==> config.mk <==
export PLATFORM = sky130hd
export DESIGN_NAME = phased_event_timer_table_core
export DESIGN_NICKNAME = d
export VERILOG_FILES = /design/src/sv/pett_pkg.sv /design/src/sv/phased_event_timer_table_core.sv /design/src/sv/pett_ram.sv
export SDC_FILE = /design/constraint.sdc
export NUM_CORES = 2
export LEC_CHECK = 0
export CAP_MARGIN = 40
export CORE_ASPECT_RATIO = 1.25
export CORE_MARGIN = 4
export CORE_UTILIZATION = 40
export DETAILED_ROUTE_END_ITERATION = 6
export DONT_BUFFER_PORTS = 1
export GPL_ROUTABILITY_DRIVEN = 1
export MAX_ROUTING_LAYER = met4
export PLACE_DENSITY = 0.63
export SKIP_LAST_GASP = 1
export SYNTH_ARGS = -nofsm -noshare
export SYNTH_HDL_FRONTEND = slang
export SYNTH_HIERARCHICAL = 1
export SYNTH_SLANG_ARGS = --single-unit
==> constraint.sdc <==
create_clock -name clk -period 10.3 [get_ports clk]
set_input_delay 0.515 -clock clk [delete_from_list [all_inputs] [get_ports clk]]
set_output_delay 0.515 -clock clk [all_outputs]
set_load 0.02 [all_outputs]
==> src/sv/pett_pkg.sv <==
// ----------------------------------------------------------------------------
// pett_pkg: shared types, constants and helpers of the phased event timer table
// Entry layout, command and status codes, and the saturating timer arithmetic.
// ----------------------------------------------------------------------------
`default_nettype none

package pett_pkg;

  localparam int CAPACITY = 16;
  localparam int IDX_W    = (CAPACITY > 1) ? $clog2(CAPACITY) : 1;
  localparam int CNT_W    = $clog2(CAPACITY + 1);
  localparam logic [CNT_W-1:0] CNT_LAST = CNT_W'(CAPACITY);

  typedef struct packed {
    logic [31:0] id;
    logic [31:0] timer;
    logic [7:0]  phase;
  } entry_t;

  localparam int ENTRY_W = $bits(entry_t);

  typedef enum logic [2:0] {
    CMD_CLEAR     = 3'd0,
    CMD_TICK      = 3'd1,
    CMD_ADD       = 3'd2,
    CMD_REMOVE    = 3'd3,
    CMD_POP       = 3'd4,
    CMD_DELAY_ONE = 3'd5,
    CMD_DELAY_ALL = 3'd6
  } cmd_t;

  localparam logic [1:0] ST_DONE = 2'd0;
  localparam logic [1:0] ST_MISS = 2'd1;
  localparam logic [1:0] ST_FULL = 2'd2;

  // Adds a delay to a timer, sticking at the all-ones maximum.
  function automatic logic [31:0] sat_add(input logic [31:0] a, input logic [31:0] b);
    logic [32:0] s;
    s = {1'b0, a} + {1'b0, b};
    return s[32] ? 32'hFFFF_FFFF : s[31:0];
  endfunction

  // Counts a timer down by the elapsed time, stopping at zero.
  function automatic logic [31:0] sub_floor(input logic [31:0] a, input logic [31:0] b);
    return (a > b) ? (a - b) : 32'd0;
  endfunction

endpackage

`default_nettype wire

==> src/sv/phased_event_timer_table_core.sv <==
// ----------------------------------------------------------------------------
// phased_event_timer_table_core: table of phased countdown timers
// Command-driven timer table held in one entry memory with valid flags.
// ----------------------------------------------------------------------------
// The block keeps up to CAPACITY countdown timers, each with a 32-bit event id
// and an 8-bit phase (phase 0 matches every phase). One command word goes in,
// one result word comes out. Every command except clear and the unused codes
// walks the entry memory once, one entry per cycle over its single read port;
// clear and unused codes skip the walk and go straight to the finishing state.
// The result sits in an output register, so the next command is taken while
// an earlier result still waits for the sink. Valid flags live in flip-flops
// and are cleared by reset and by the clear command; the entry memory needs no
// clearing pass because an entry is only ever looked at while its flag is set.
// ----------------------------------------------------------------------------
`default_nettype none

module phased_event_timer_table_core
  import pett_pkg::*;
(
  input  wire logic        clk,
  input  wire logic        rst_n,
  input  wire logic        in_tvalid,
  output logic             in_tready,
  input  wire logic [71:0] in_tdata,   // [31:0] event_id, [63:32] amount, [71:64] phase
  input  wire logic [2:0]  in_tuser,   // [2:0] command
  output logic             out_tvalid,
  input  wire logic        out_tready,
  output logic      [39:0] out_tdata   // [1:0] status, [33:2] finished_id, [39:34] zero
);

  typedef enum logic [2:0] {
    S_IDLE = 3'b001,
    S_SCAN = 3'b010,
    S_FIN  = 3'b100
  } state_t;

  state_t state_r, state_nxt;

  // Command word captured at accept.
  logic [2:0]  cmd_r, cmd_nxt;
  logic [31:0] id_r, id_nxt;
  logic [31:0] amt_r, amt_nxt;
  logic [7:0]  ph_r, ph_nxt;

  logic [7:0]          cur_phase_r, cur_phase_nxt;
  logic [CAPACITY-1:0] valid_r, valid_nxt;
  logic [CNT_W-1:0]    cnt_r, cnt_nxt;

  // Scan bookkeeping: matching (or best expired) entry and the lowest free slot.
  logic             hit_r, hit_nxt;
  logic [IDX_W-1:0] hit_idx_r, hit_idx_nxt;
  entry_t           hit_ent_r, hit_ent_nxt;
  logic             free_r, free_nxt;
  logic [IDX_W-1:0] free_idx_r, free_idx_nxt;

  logic        out_valid_r, out_valid_nxt;
  logic [1:0]  out_status_r, out_status_nxt;
  logic [31:0] out_fin_r, out_fin_nxt;

  // Entry memory ports.
  logic             ram_we;
  logic [IDX_W-1:0] ram_waddr;
  entry_t           ram_wdata;
  logic [IDX_W-1:0] ram_raddr;
  logic [ENTRY_W-1:0] ram_rdata;

  entry_t           rd_ent;
  logic [CNT_W-1:0] cnt_m1;
  logic [IDX_W-1:0] pidx;
  logic             proc;
  logic             pvalid;
  logic             ph_cur_hit;
  logic             ph_cmd_hit;
  logic             fin_go;
  logic             accept;

  pett_ram #(
    .WIDTH(ENTRY_W),
    .DEPTH(CAPACITY)
  ) u_entry_ram (
    .clk   (clk),
    .we    (ram_we),
    .waddr (ram_waddr),
    .wdata (ram_wdata),
    .raddr (ram_raddr),
    .rdata (ram_rdata)
  );

  assign in_tready  = (state_r == S_IDLE);
  assign accept     = in_tvalid && in_tready;
  assign out_tvalid = out_valid_r;
  assign out_tdata  = {6'd0, out_fin_r, out_status_r};

  // The read for entry k is issued at count k; its data is processed at k + 1.
  assign ram_raddr  = cnt_r[IDX_W-1:0];
  assign cnt_m1     = cnt_r - 1'b1;
  assign pidx       = cnt_m1[IDX_W-1:0];
  assign proc       = (state_r == S_SCAN) && (cnt_r != '0);
  assign rd_ent     = entry_t'(ram_rdata);
  assign pvalid     = valid_r[pidx];
  assign ph_cur_hit = (rd_ent.phase == 8'd0) || (rd_ent.phase == cur_phase_r);
  assign ph_cmd_hit = (rd_ent.phase == 8'd0) || (rd_ent.phase == ph_r);
  assign fin_go     = (state_r == S_FIN) && (!out_valid_r || out_tready);

  always_comb begin
    state_nxt      = state_r;
    cmd_nxt        = cmd_r;
    id_nxt         = id_r;
    amt_nxt        = amt_r;
    ph_nxt         = ph_r;
    cur_phase_nxt  = cur_phase_r;
    valid_nxt      = valid_r;
    cnt_nxt        = cnt_r;
    hit_nxt        = hit_r;
    hit_idx_nxt    = hit_idx_r;
    hit_ent_nxt    = hit_ent_r;
    free_nxt       = free_r;
    free_idx_nxt   = free_idx_r;
    out_valid_nxt  = out_valid_r && !out_tready;
    out_status_nxt = out_status_r;
    out_fin_nxt    = out_fin_r;
    ram_we         = 1'b0;
    ram_waddr      = pidx;
    ram_wdata      = rd_ent;

    case (state_r)
      S_IDLE: begin
        if (accept) begin
          cmd_nxt  = in_tuser;
          id_nxt   = in_tdata[31:0];
          amt_nxt  = in_tdata[63:32];
          ph_nxt   = in_tdata[71:64];
          cnt_nxt  = '0;
          hit_nxt  = 1'b0;
          free_nxt = 1'b0;
          if (in_tuser == CMD_TICK) begin
            cur_phase_nxt = in_tdata[71:64];
          end
          if (in_tuser inside {CMD_TICK, CMD_ADD, CMD_REMOVE, CMD_POP,
                               CMD_DELAY_ONE, CMD_DELAY_ALL}) begin
            state_nxt = S_SCAN;
          end else begin
            state_nxt = S_FIN;
          end
        end
      end

      S_SCAN: begin
        if (cnt_r == CNT_LAST) begin
          state_nxt = S_FIN;
        end else begin
          cnt_nxt = cnt_r + 1'b1;
        end
        if (proc) begin
          case (cmd_r)
            CMD_TICK: begin
              if (pvalid && ph_cur_hit) begin
                ram_we          = 1'b1;
                ram_wdata.timer = sub_floor(rd_ent.timer, amt_r);
              end
            end
            CMD_DELAY_ALL: begin
              if (pvalid && (rd_ent.timer != 32'd0) && ph_cmd_hit) begin
                ram_we          = 1'b1;
                ram_wdata.timer = sat_add(rd_ent.timer, amt_r);
              end
            end
            CMD_POP: begin
              if (pvalid && (rd_ent.timer == 32'd0) && ph_cur_hit &&
                  (!hit_r || (rd_ent.id < hit_ent_r.id))) begin
                hit_nxt     = 1'b1;
                hit_idx_nxt = pidx;
                hit_ent_nxt = rd_ent;
              end
            end
            CMD_ADD, CMD_REMOVE, CMD_DELAY_ONE: begin
              // Ids are unique in the table, so the first match is the only one.
              if (pvalid && (rd_ent.id == id_r) && !hit_r) begin
                hit_nxt     = 1'b1;
                hit_idx_nxt = pidx;
                hit_ent_nxt = rd_ent;
              end
              if (!pvalid && !free_r) begin
                free_nxt     = 1'b1;
                free_idx_nxt = pidx;
              end
            end
            default: begin
            end
          endcase
        end
      end

      S_FIN: begin
        if (fin_go) begin
          state_nxt      = S_IDLE;
          out_valid_nxt  = 1'b1;
          out_status_nxt = ST_DONE;
          out_fin_nxt    = 32'd0;
          case (cmd_r)
            CMD_CLEAR: begin
              valid_nxt     = '0;
              cur_phase_nxt = 8'd0;
            end
            CMD_ADD: begin
              ram_wdata.id    = id_r;
              ram_wdata.timer = amt_r;
              ram_wdata.phase = ph_r;
              if (hit_r) begin
                ram_we               = 1'b1;
                ram_waddr            = hit_idx_r;
                valid_nxt[hit_idx_r] = 1'b1;
              end else if (free_r) begin
                ram_we                = 1'b1;
                ram_waddr             = free_idx_r;
                valid_nxt[free_idx_r] = 1'b1;
              end else begin
                out_status_nxt = ST_FULL;
              end
            end
            CMD_REMOVE: begin
              if (hit_r) begin
                valid_nxt[hit_idx_r] = 1'b0;
              end else begin
                out_status_nxt = ST_MISS;
              end
            end
            CMD_POP: begin
              if (hit_r) begin
                valid_nxt[hit_idx_r] = 1'b0;
                out_fin_nxt          = hit_ent_r.id;
              end else begin
                out_status_nxt = ST_MISS;
              end
            end
            CMD_DELAY_ONE: begin
              if (hit_r && (hit_ent_r.timer != 32'd0)) begin
                ram_we          = 1'b1;
                ram_waddr       = hit_idx_r;
                ram_wdata       = hit_ent_r;
                ram_wdata.timer = sat_add(hit_ent_r.timer, amt_r);
              end else begin
                out_status_nxt = ST_MISS;
              end
            end
            default: begin
            end
          endcase
        end
      end

      default: begin
        state_nxt = S_IDLE;
      end
    endcase
  end

  // Control state.
  always_ff @(posedge clk) begin
    if (!rst_n) begin
      state_r     <= S_IDLE;
      cur_phase_r <= 8'd0;
      valid_r     <= '0;
      out_valid_r <= 1'b0;
      cnt_r       <= '0;
      hit_r       <= 1'b0;
      free_r      <= 1'b0;
    end else begin
      state_r     <= state_nxt;
      cur_phase_r <= cur_phase_nxt;
      valid_r     <= valid_nxt;
      out_valid_r <= out_valid_nxt;
      cnt_r       <= cnt_nxt;
      hit_r       <= hit_nxt;
      free_r      <= free_nxt;
    end
  end

  // Payload registers.
  always_ff @(posedge clk) begin
    cmd_r        <= cmd_nxt;
    id_r         <= id_nxt;
    amt_r        <= amt_nxt;
    ph_r         <= ph_nxt;
    hit_idx_r    <= hit_idx_nxt;
    hit_ent_r    <= hit_ent_nxt;
    free_idx_r   <= free_idx_nxt;
    out_status_r <= out_status_nxt;
    out_fin_r    <= out_fin_nxt;
  end

  // The entry memory is only written while a command is being worked on.
  a_we_busy: assert property (@(posedge clk) disable iff (!rst_n)
    ram_we |-> (state_r == S_SCAN || state_r == S_FIN))
    else $error("entry memory written outside a command");

  // The scan counter never walks past the last entry.
  a_cnt_range: assert property (@(posedge clk) disable iff (!rst_n)
    (state_r == S_SCAN) |-> (cnt_r <= CNT_LAST))
    else $error("scan counter out of range");

  // An accepted command always leaves the idle state on the next cycle.
  a_accept_busy: assert property (@(posedge clk) disable iff (!rst_n)
    accept |=> (state_r == S_SCAN || state_r == S_FIN))
    else $error("accepted command did not start");

  // A successful pop frees the popped slot.
  a_pop_frees: assert property (@(posedge clk) disable iff (!rst_n)
    (fin_go && (cmd_r == CMD_POP) && hit_r) |=> !valid_r[$past(hit_idx_r)])
    else $error("popped entry still valid");

  // A command that finishes always produces a result.
  a_result_src: assert property (@(posedge clk) disable iff (!rst_n)
    fin_go |=> out_valid_r)
    else $error("finished command produced no result");

endmodule

`default_nettype wire

==> src/sv/pett_ram.sv <==
// ----------------------------------------------------------------------------
// pett_ram: generic single-write, single-read synchronous RAM
// One write port and one read port; read data is registered.
// ----------------------------------------------------------------------------
`default_nettype none

module pett_ram #(
  parameter int WIDTH = 8,
  parameter int DEPTH = 16,
  localparam int AW   = (DEPTH > 1) ? $clog2(DEPTH) : 1
) (
  input  wire logic             clk,
  input  wire logic             we,
  input  wire logic [AW-1:0]    waddr,
  input  wire logic [WIDTH-1:0] wdata,
  input  wire logic [AW-1:0]    raddr,
  output logic      [WIDTH-1:0] rdata
);

  logic [WIDTH-1:0] mem [DEPTH];
  logic [WIDTH-1:0] rdata_r;

  always_ff @(posedge clk) begin
    if (we) begin
      mem[waddr] <= wdata;
    end
    rdata_r <= mem[raddr];
  end

  assign rdata = rdata_r;

endmodule

`default_nettype wire

After elaboration in Yosys (flattened, before gate mapping):

Memories as Yosys holds them, arrays and structs flattened. A register that Yosys moved wholly into a read port is not among the register bits.
Cells that the tools add are included.

* bits in registers: 224
* RAM bits: 1152
* input bits: 79
* output and inout port bits: 42
* memories: 1

* add/sub/neg operators: 5
* $lt $le $gt $ge: 7
* equal/unequal tests: 35
* multiplexer cells: 77
* bitwise logic cells: 4
* reductions and logical operators: 49

Memory list
* u_entry_ram.mem: depth 16, width 72, rd ports 1, clocked after Yosys merged registers in 1, wr ports 1, line pett_ram.sv:20 `logic [WIDTH-1:0] mem [DEPTH];`

Operator list (count)
* $mux 72: 4
* $pmux 72 s2: 2
* $mux 32: 7
* $pmux 32 s2: 2
* $add 32x32->33: 2
* $reduce_bool 32->1: 2
* $mux 16: 3
* $pmux 16 s3: 1
* $mux 8: 5
* $eq 32x32->1: 1
* $gt 32x32->1: 1
* $logic_not 32->1: 1
* $lt 32x32->1: 1
* $or 16x16->16: 2
* $sub 32x32->32: 1
* $mux 4: 7
* $mux 1: 23
* $eq 3x3->1 const B: 7
* $reduce_and 5->1: 4
* $and 16x16->16: 1
* $eq 8x8->1: 2
* $logic_and 1x1->1: 16
* $not 16->16: 1
* $pmux 4 s2: 2
* other kinds (35): 79

Logic depth before layout (Yosys ltp):

* depth after elaboration: 11
* gate-level depth with buffers: 14
* mapped depth without buffers: 13

Cells and area by module:

The synthesis kept the hierarchy.

Modules (own cells, without submodules)
* pett_ram: times used 1, cells each 1850, area each 44550.2 µm², sequential area each 36034.6 µm²
* phased_event_timer_table_core: times used 1, cells each 1954, area each 17458.0 µm², sequential area each 6376.1 µm²

Worst setup path before layout:

No wires, ideal clock.

* path kind: input to register
* start point: input port out_tready
* end point: memory u_entry_ram/mem[0][0] (netlist bit), enable pin
* library setup time: 590 ps
* arrival time: 8344 ps
* required time: 9710 ps
* slack: 1366 ps
* stages on the path: 9
* buffers on the path: 2
* cell sequence: nand2b_1 nand3_1 clkinv_1 o21ai_1 clkbuf_1 buf_1 o22ai_1 or3b_2 nor3_1

RTL lines
* from (decl): line phased_event_timer_table_core.sv:27 `input wire logic out_tready,`
* $logic_or 1x1->1: line phased_event_timer_table_core.sv:103 `assign fin_go = (state_r == S_FIN) && (!out_valid_r || out_tready);`
* $logic_and 1x1->1: line phased_event_timer_table_core.sv:103
* $mux 4: line phased_event_timer_table_core.sv:195 `if (fin_go) begin`
* $mux 4: line phased_event_timer_table_core.sv:126 `case (state_r)`
* net ram_waddr[2]: line phased_event_timer_table_core.sv:62 `logic [IDX_W-1:0] ram_waddr;`
* to (decl): line pett_ram.sv:20

The timed path passes the listed nets, and every way through them passes these cells.

Worst setup path after layout:

* start point: register cnt_r[1]
* end point: memory u_entry_ram/mem[3][4] (netlist bit), enable pin

* word-level cells in the longest chain between the ends: 11

RTL lines
* from (decl): line phased_event_timer_table_core.sv:47 `logic [CNT_W-1:0] cnt_r, cnt_nxt;`
* from (signal assigned): line phased_event_timer_table_core.sv:273 `cnt_r <= cnt_nxt;`
* $sub 4x1->4: line phased_event_timer_table_core.sv:96 `assign cnt_m1 = cnt_r - 1'b1;`
* $bmux 1 s4: line phased_event_timer_table_core.sv:100 `assign pvalid = valid_r[pidx];`
* $mux 1 (implied by the code): line phased_event_timer_table_core.sv:100
* $logic_and 1x1->1 (2 in series): line phased_event_timer_table_core.sv:163 `if (pvalid && (rd_ent.timer != 32'd0) && ph_cmd_hit) begin`
* $mux 1: line phased_event_timer_table_core.sv:163
* $pmux 1 s2: line phased_event_timer_table_core.sv:155 `case (cmd_r)`
* $mux 1 (*): line phased_event_timer_table_core.sv:154 `if (proc) begin`
* $pmux 1 s2 (*): line phased_event_timer_table_core.sv:126
* net ram_we: line phased_event_timer_table_core.sv:61 `logic ram_we;`
* $mux 1 (*): line pett_ram.sv:24 `if (we) begin`
* $mux 1 (implied by the code) (*): line pett_ram.sv:25 `mem[waddr] <= wdata;`

Mark *: on every way through the listed nets, which the timed path passes. The rest lies on a longest branch. The select of a mux whose other input is x is not followed.

==> results.txt <==
The run finished with clean final reports. The number of DRC violations after detailed-routing iteration 0 came out at 3744. The wire length of the first global-routing pass is 245000 um.

The worst setup path is launched from a flip-flop. The cell area that synthesis handed to floorplanning was 62000 um^2. No sink is reached through more buffers than the 3 on the longest clock path. The total of max-cap violations is 0. The estimated wirelength of the detail-placed design came out at 106000 um. Adding up every negative setup slack in the final design gives 0 ns.

With fillers left out, the area of the finished cells amounts to 70500 um^2. At the end of the flow, the number of nets in the layout was 4189. The largest fanout on the critical path is 40. In the layout the commonest cells are sky130_fd_sc_hd__edfxtp_1 (1341), sky130_fd_sc_hd__mux4_2 (293), sky130_fd_sc_hd__nand2_1 (207).

Summed over all layers, the global routing overflow is 0. In the routed layout, each cell is associated on average with a via count of 5.82. The hold violation count in the final report was 0. The synthesis-to-finish area growth came out at 13.7%. The type of element capturing the critical path is a flip-flop. The register area share after synthesis came out at 68.4%. The average wire length per cell after detail routing came out at 27.0 um. The number of synthesized register bits is 1448.

The min-delay analysis places its worst path in the category in -> reg. The clock reaches the later pin of the worst-skew pair after 0.78 ns. The detail route stage leaves a number of antenna-violating nets equal to 0.

The core region area came out at 154000 um^2. The number of placed I/O pins is 121. The die boundary width came out at 360 um. In the global route stage, overall resource usage came out at 20.9%. The leakage power of the design came out at 0.0226 uW. The number of antenna violations at the first check in global routing is 3. The congestion estimate from routability-driven global placement came to 0.950. The via count of the first global-routing pass is 36103. The logic depth of the worst register-to-register path is 12. The max-slew violation count is 0. Counting stages on the worst path, the most repeated cell is sky130_fd_sc_hd__buf_4.

The endpoint arrival time on the critical path came out at 5.98 ns. The worst relative slew slack is 31.1%. The number of design rule violations left after detail routing is 0. The number of core rows came out at 161. The count of final setup violators is 0. The shortest clock period the worst path allows after layout came out at 5.59 ns.

The maximum clock rate is 179 MHz. Counting every instance in the synthesized netlist gives 3804. The die footprint came out at 161000 um^2. Measured along the y axis, the die boundary spans 448 um.

The worst setup path category is reg -> reg. The final wirelength is 165000 um. The post-CTS clock slew at the launch and capture registers of the worst setup and hold paths is 0.06 ns. TritonCTS built the clock tree.

The clock buffer count from CTS is 145. The clock sink count came out at 1448. Setup repair after global routing left no endpoint under its margin. The number of levels in the clock H-tree came out at 4. The commonest non-fill, non-tap cell in the layout is sky130_fd_sc_hd__edfxtp_1. The largest stage delay on the critical path is 0.74 ns.

Counting flops with a built-in enable in the synthesized netlist gives 1341. The async set or reset register ratio after synthesis came out at 0%. In this run the tool buffered the top-level ports with 0 buffer cells. The most used flip-flop cell after synthesis is sky130_fd_sc_hd__edfxtp_1.

For this configuration, the core starts out at a cell density of 40.2%. The maximum vdd drop is 159 uV. The required time at the endpoint of the critical path is 10.69 ns. The fraction of the core area covered by cells at the end of the flow came out at 45.7%.

Walking the worst path, the cells encountered are inv_1, ha_1, mux4_2, mux4_2, nor3b_4, buf_4, a21oi_1, o21ai_0, or3b_2, nor2_4, buf_4, buf_4. The final setup skew came out at 0.0380 ns. The count of buffers added by post-CTS timing repair for setup came out at 0. The ratio of cells with drive above 1 in the final layout came out at 17.4%. The worst hold path depth came out at 3.

The average footprint of a synthesized cell came out at 16.3 um^2. On the critical path, the stage with the largest delay is an instance of sky130_fd_sc_hd__dfxtp_4. For the pin with the worst max-slew slack, the measured transition is 1.01 ns.

The final critical path takes up 54.3% of the cycle. Entering global routing, the biggest net connects 137 pins. The detailed router placed 35675 vias in this run. The first-pass detailed-route iteration total is 7.

The yosys synthesis warning count came out at 6. The buffer cell driving the clock tree root is sky130_fd_sc_hd__clkbuf_16. The total power divided by cell area came out at 176 nW/um^2. Once placement finished, the instance area stood at 65200 um^2. Synthesis instantiated 95 different standard cells from the library.
==> cell families after synthesis <==
family                   synth area share, %
multiplexers                            10.7
flip-flops                              68.4
AO/OA/AOI/OAI                           8.98
XOR/XNOR                                1.82
buffers and inverters                   2.36
AND/OR/NAND/NOR                         5.06
adder cells (fa/ha/maj)                 2.72
other                                0.00605
==> power by group <==
group          leakage [uW]  switching, uW  internal [uW]  total [uW]
clock network       0.00221           2190           2850        5040
registers            0.0130           77.2           6440        6510
logic               0.00740            526            310         836
==> layer usage <==
metal | track usage (%) | up-vias | routed length (um)
met1 | 27.4 | 18477 | 68700
met3 | 3.48 | 280 | 10500
met2 | 34.0 | 1340 | 81100
li1 | - | 15578 | -
met5 | - | - | 0
met4 | 6.19 | 0 | 4830
==> Yosys cell counts, types with 8 or more instances <==
master / number / share of area [%]
sky130_fd_sc_hd__nor2b_1: 21 / 0.21
sky130_fd_sc_hd__a211oi_1: 19 / 0.23
sky130_fd_sc_hd__inv_1: 108 / 0.65
sky130_fd_sc_hd__o22ai_1: 16 / 0.16
sky130_fd_sc_hd__clkbuf_1: 133 / 0.81
sky130_fd_sc_hd__nor4_1: 29 / 0.29
sky130_fd_sc_hd__nor3_1: 26 / 0.21
sky130_fd_sc_hd__buf_4: 18 / 0.22
sky130_fd_sc_hd__nand2_1: 207 / 1.3
sky130_fd_sc_hd__a21o_1: 43 / 0.52
sky130_fd_sc_hd__a221oi_1: 14 / 0.20
sky130_fd_sc_hd__ha_1: 130 / 2.6
sky130_fd_sc_hd__mux4_2: 293 / 11
sky130_fd_sc_hd__buf_1: 11 / 0.067
sky130_fd_sc_hd__o31ai_1: 20 / 0.24
sky130_fd_sc_hd__nand3_1: 50 / 0.40
sky130_fd_sc_hd__xnor2_1: 103 / 1.5
sky130_fd_sc_hd__or2_2: 8 / 0.081
sky130_fd_sc_hd__o21a_1: 13 / 0.16
sky130_fd_sc_hd__o21ai_0: 141 / 1.1
sky130_fd_sc_hd__o21bai_1: 14 / 0.17
sky130_fd_sc_hd__and2_1: 44 / 0.44
sky130_fd_sc_hd__o211ai_1: 22 / 0.27
sky130_fd_sc_hd__edfxtp_1: 1341 / 65
sky130_fd_sc_hd__buf_2: 24 / 0.19
sky130_fd_sc_hd__xor2_1: 24 / 0.34
sky130_fd_sc_hd__a221o_1: 9 / 0.15
sky130_fd_sc_hd__a31oi_1: 18 / 0.18
sky130_fd_sc_hd__a21boi_0: 20 / 0.24
sky130_fd_sc_hd__buf_6: 21 / 0.38
sky130_fd_sc_hd__o221ai_1: 9 / 0.13
sky130_fd_sc_hd__a21oi_1: 181 / 1.5
sky130_fd_sc_hd__a22oi_1: 201 / 2.4
sky130_fd_sc_hd__nor2_1: 151 / 0.91
sky130_fd_sc_hd__o21ai_1: 13 / 0.10
sky130_fd_sc_hd__nand2b_1: 31 / 0.31
sky130_fd_sc_hd__dfxtp_1: 107 / 3.5
sky130_fd_sc_hd__nand4_1: 37 / 0.37
==> state kept, by name (all words and copies together) (netlist names) <==
register and cells:
hit_idx_r 4, out_fin_r 32, cur_phase_r 8, amt_r 32, out_status_r 2, free_r 1
cnt_r 5, hit_ent_r 72, cmd_r 3, free_idx_r 4, u_entry_ram/mem 1152, valid_r 16
u_entry_ram/rdata 72, id_r 32, ph_r 8, state_r 3, out_tvalid 1, hit_r 1
==> path summary, 6_finish.rpt <==
check,from,endpoint,slack [ns]
setup / recovery,cnt_r[1],u_entry_ram/mem[3][4],4.71
hold / removal,in_tuser[2],state_r[1],0.1
setup reg to reg,cnt_r[1],u_entry_ram/mem[3][4],4.71
hold reg to reg,valid_r[8],valid_r[8],0.49
==> cell type report <==
class,instances,area [um^2]
clock inverter,69,548
antenna,1,2.50
multi-input combinational,2039,18400
timing repair buffer,228,2200
clock buffer,191,3980
inverter,115,434
fill,13114,83600
tap,2037,2550
sequential,1448,42400
==> per-stage QoR <==
step	std cells	hold WS [ns]	setup WS [ns]	power (uW)
floorplan	3809	0.446	1.37	7160
global route	6127	0.0752	4.47	12800
detailed placement	5788	0.472	4.76	7430
finish	6128	0.0999	4.71	12400
global placement	5735	0.479	4.15	7420
CTS	6127	0.0383	4.74	12500
==> worst max-delay path: cells and delay by family, from the launching register on <==
kind,cells,cell delay (ns)
flops,1,0.74
fa+ha+maj,1,0.51
simple gates,3,0.94
mux,2,0.62
buf+inv,4,1.70
compound gates,2,0.62
==> timing repair <==
item / CTS / global route
hold buffers: 79 / 0
hold endpoints to repair: 110 / 0
gates resized for setup: 0 / 0
Note: power is estimated with default switching activity, not from simulation.
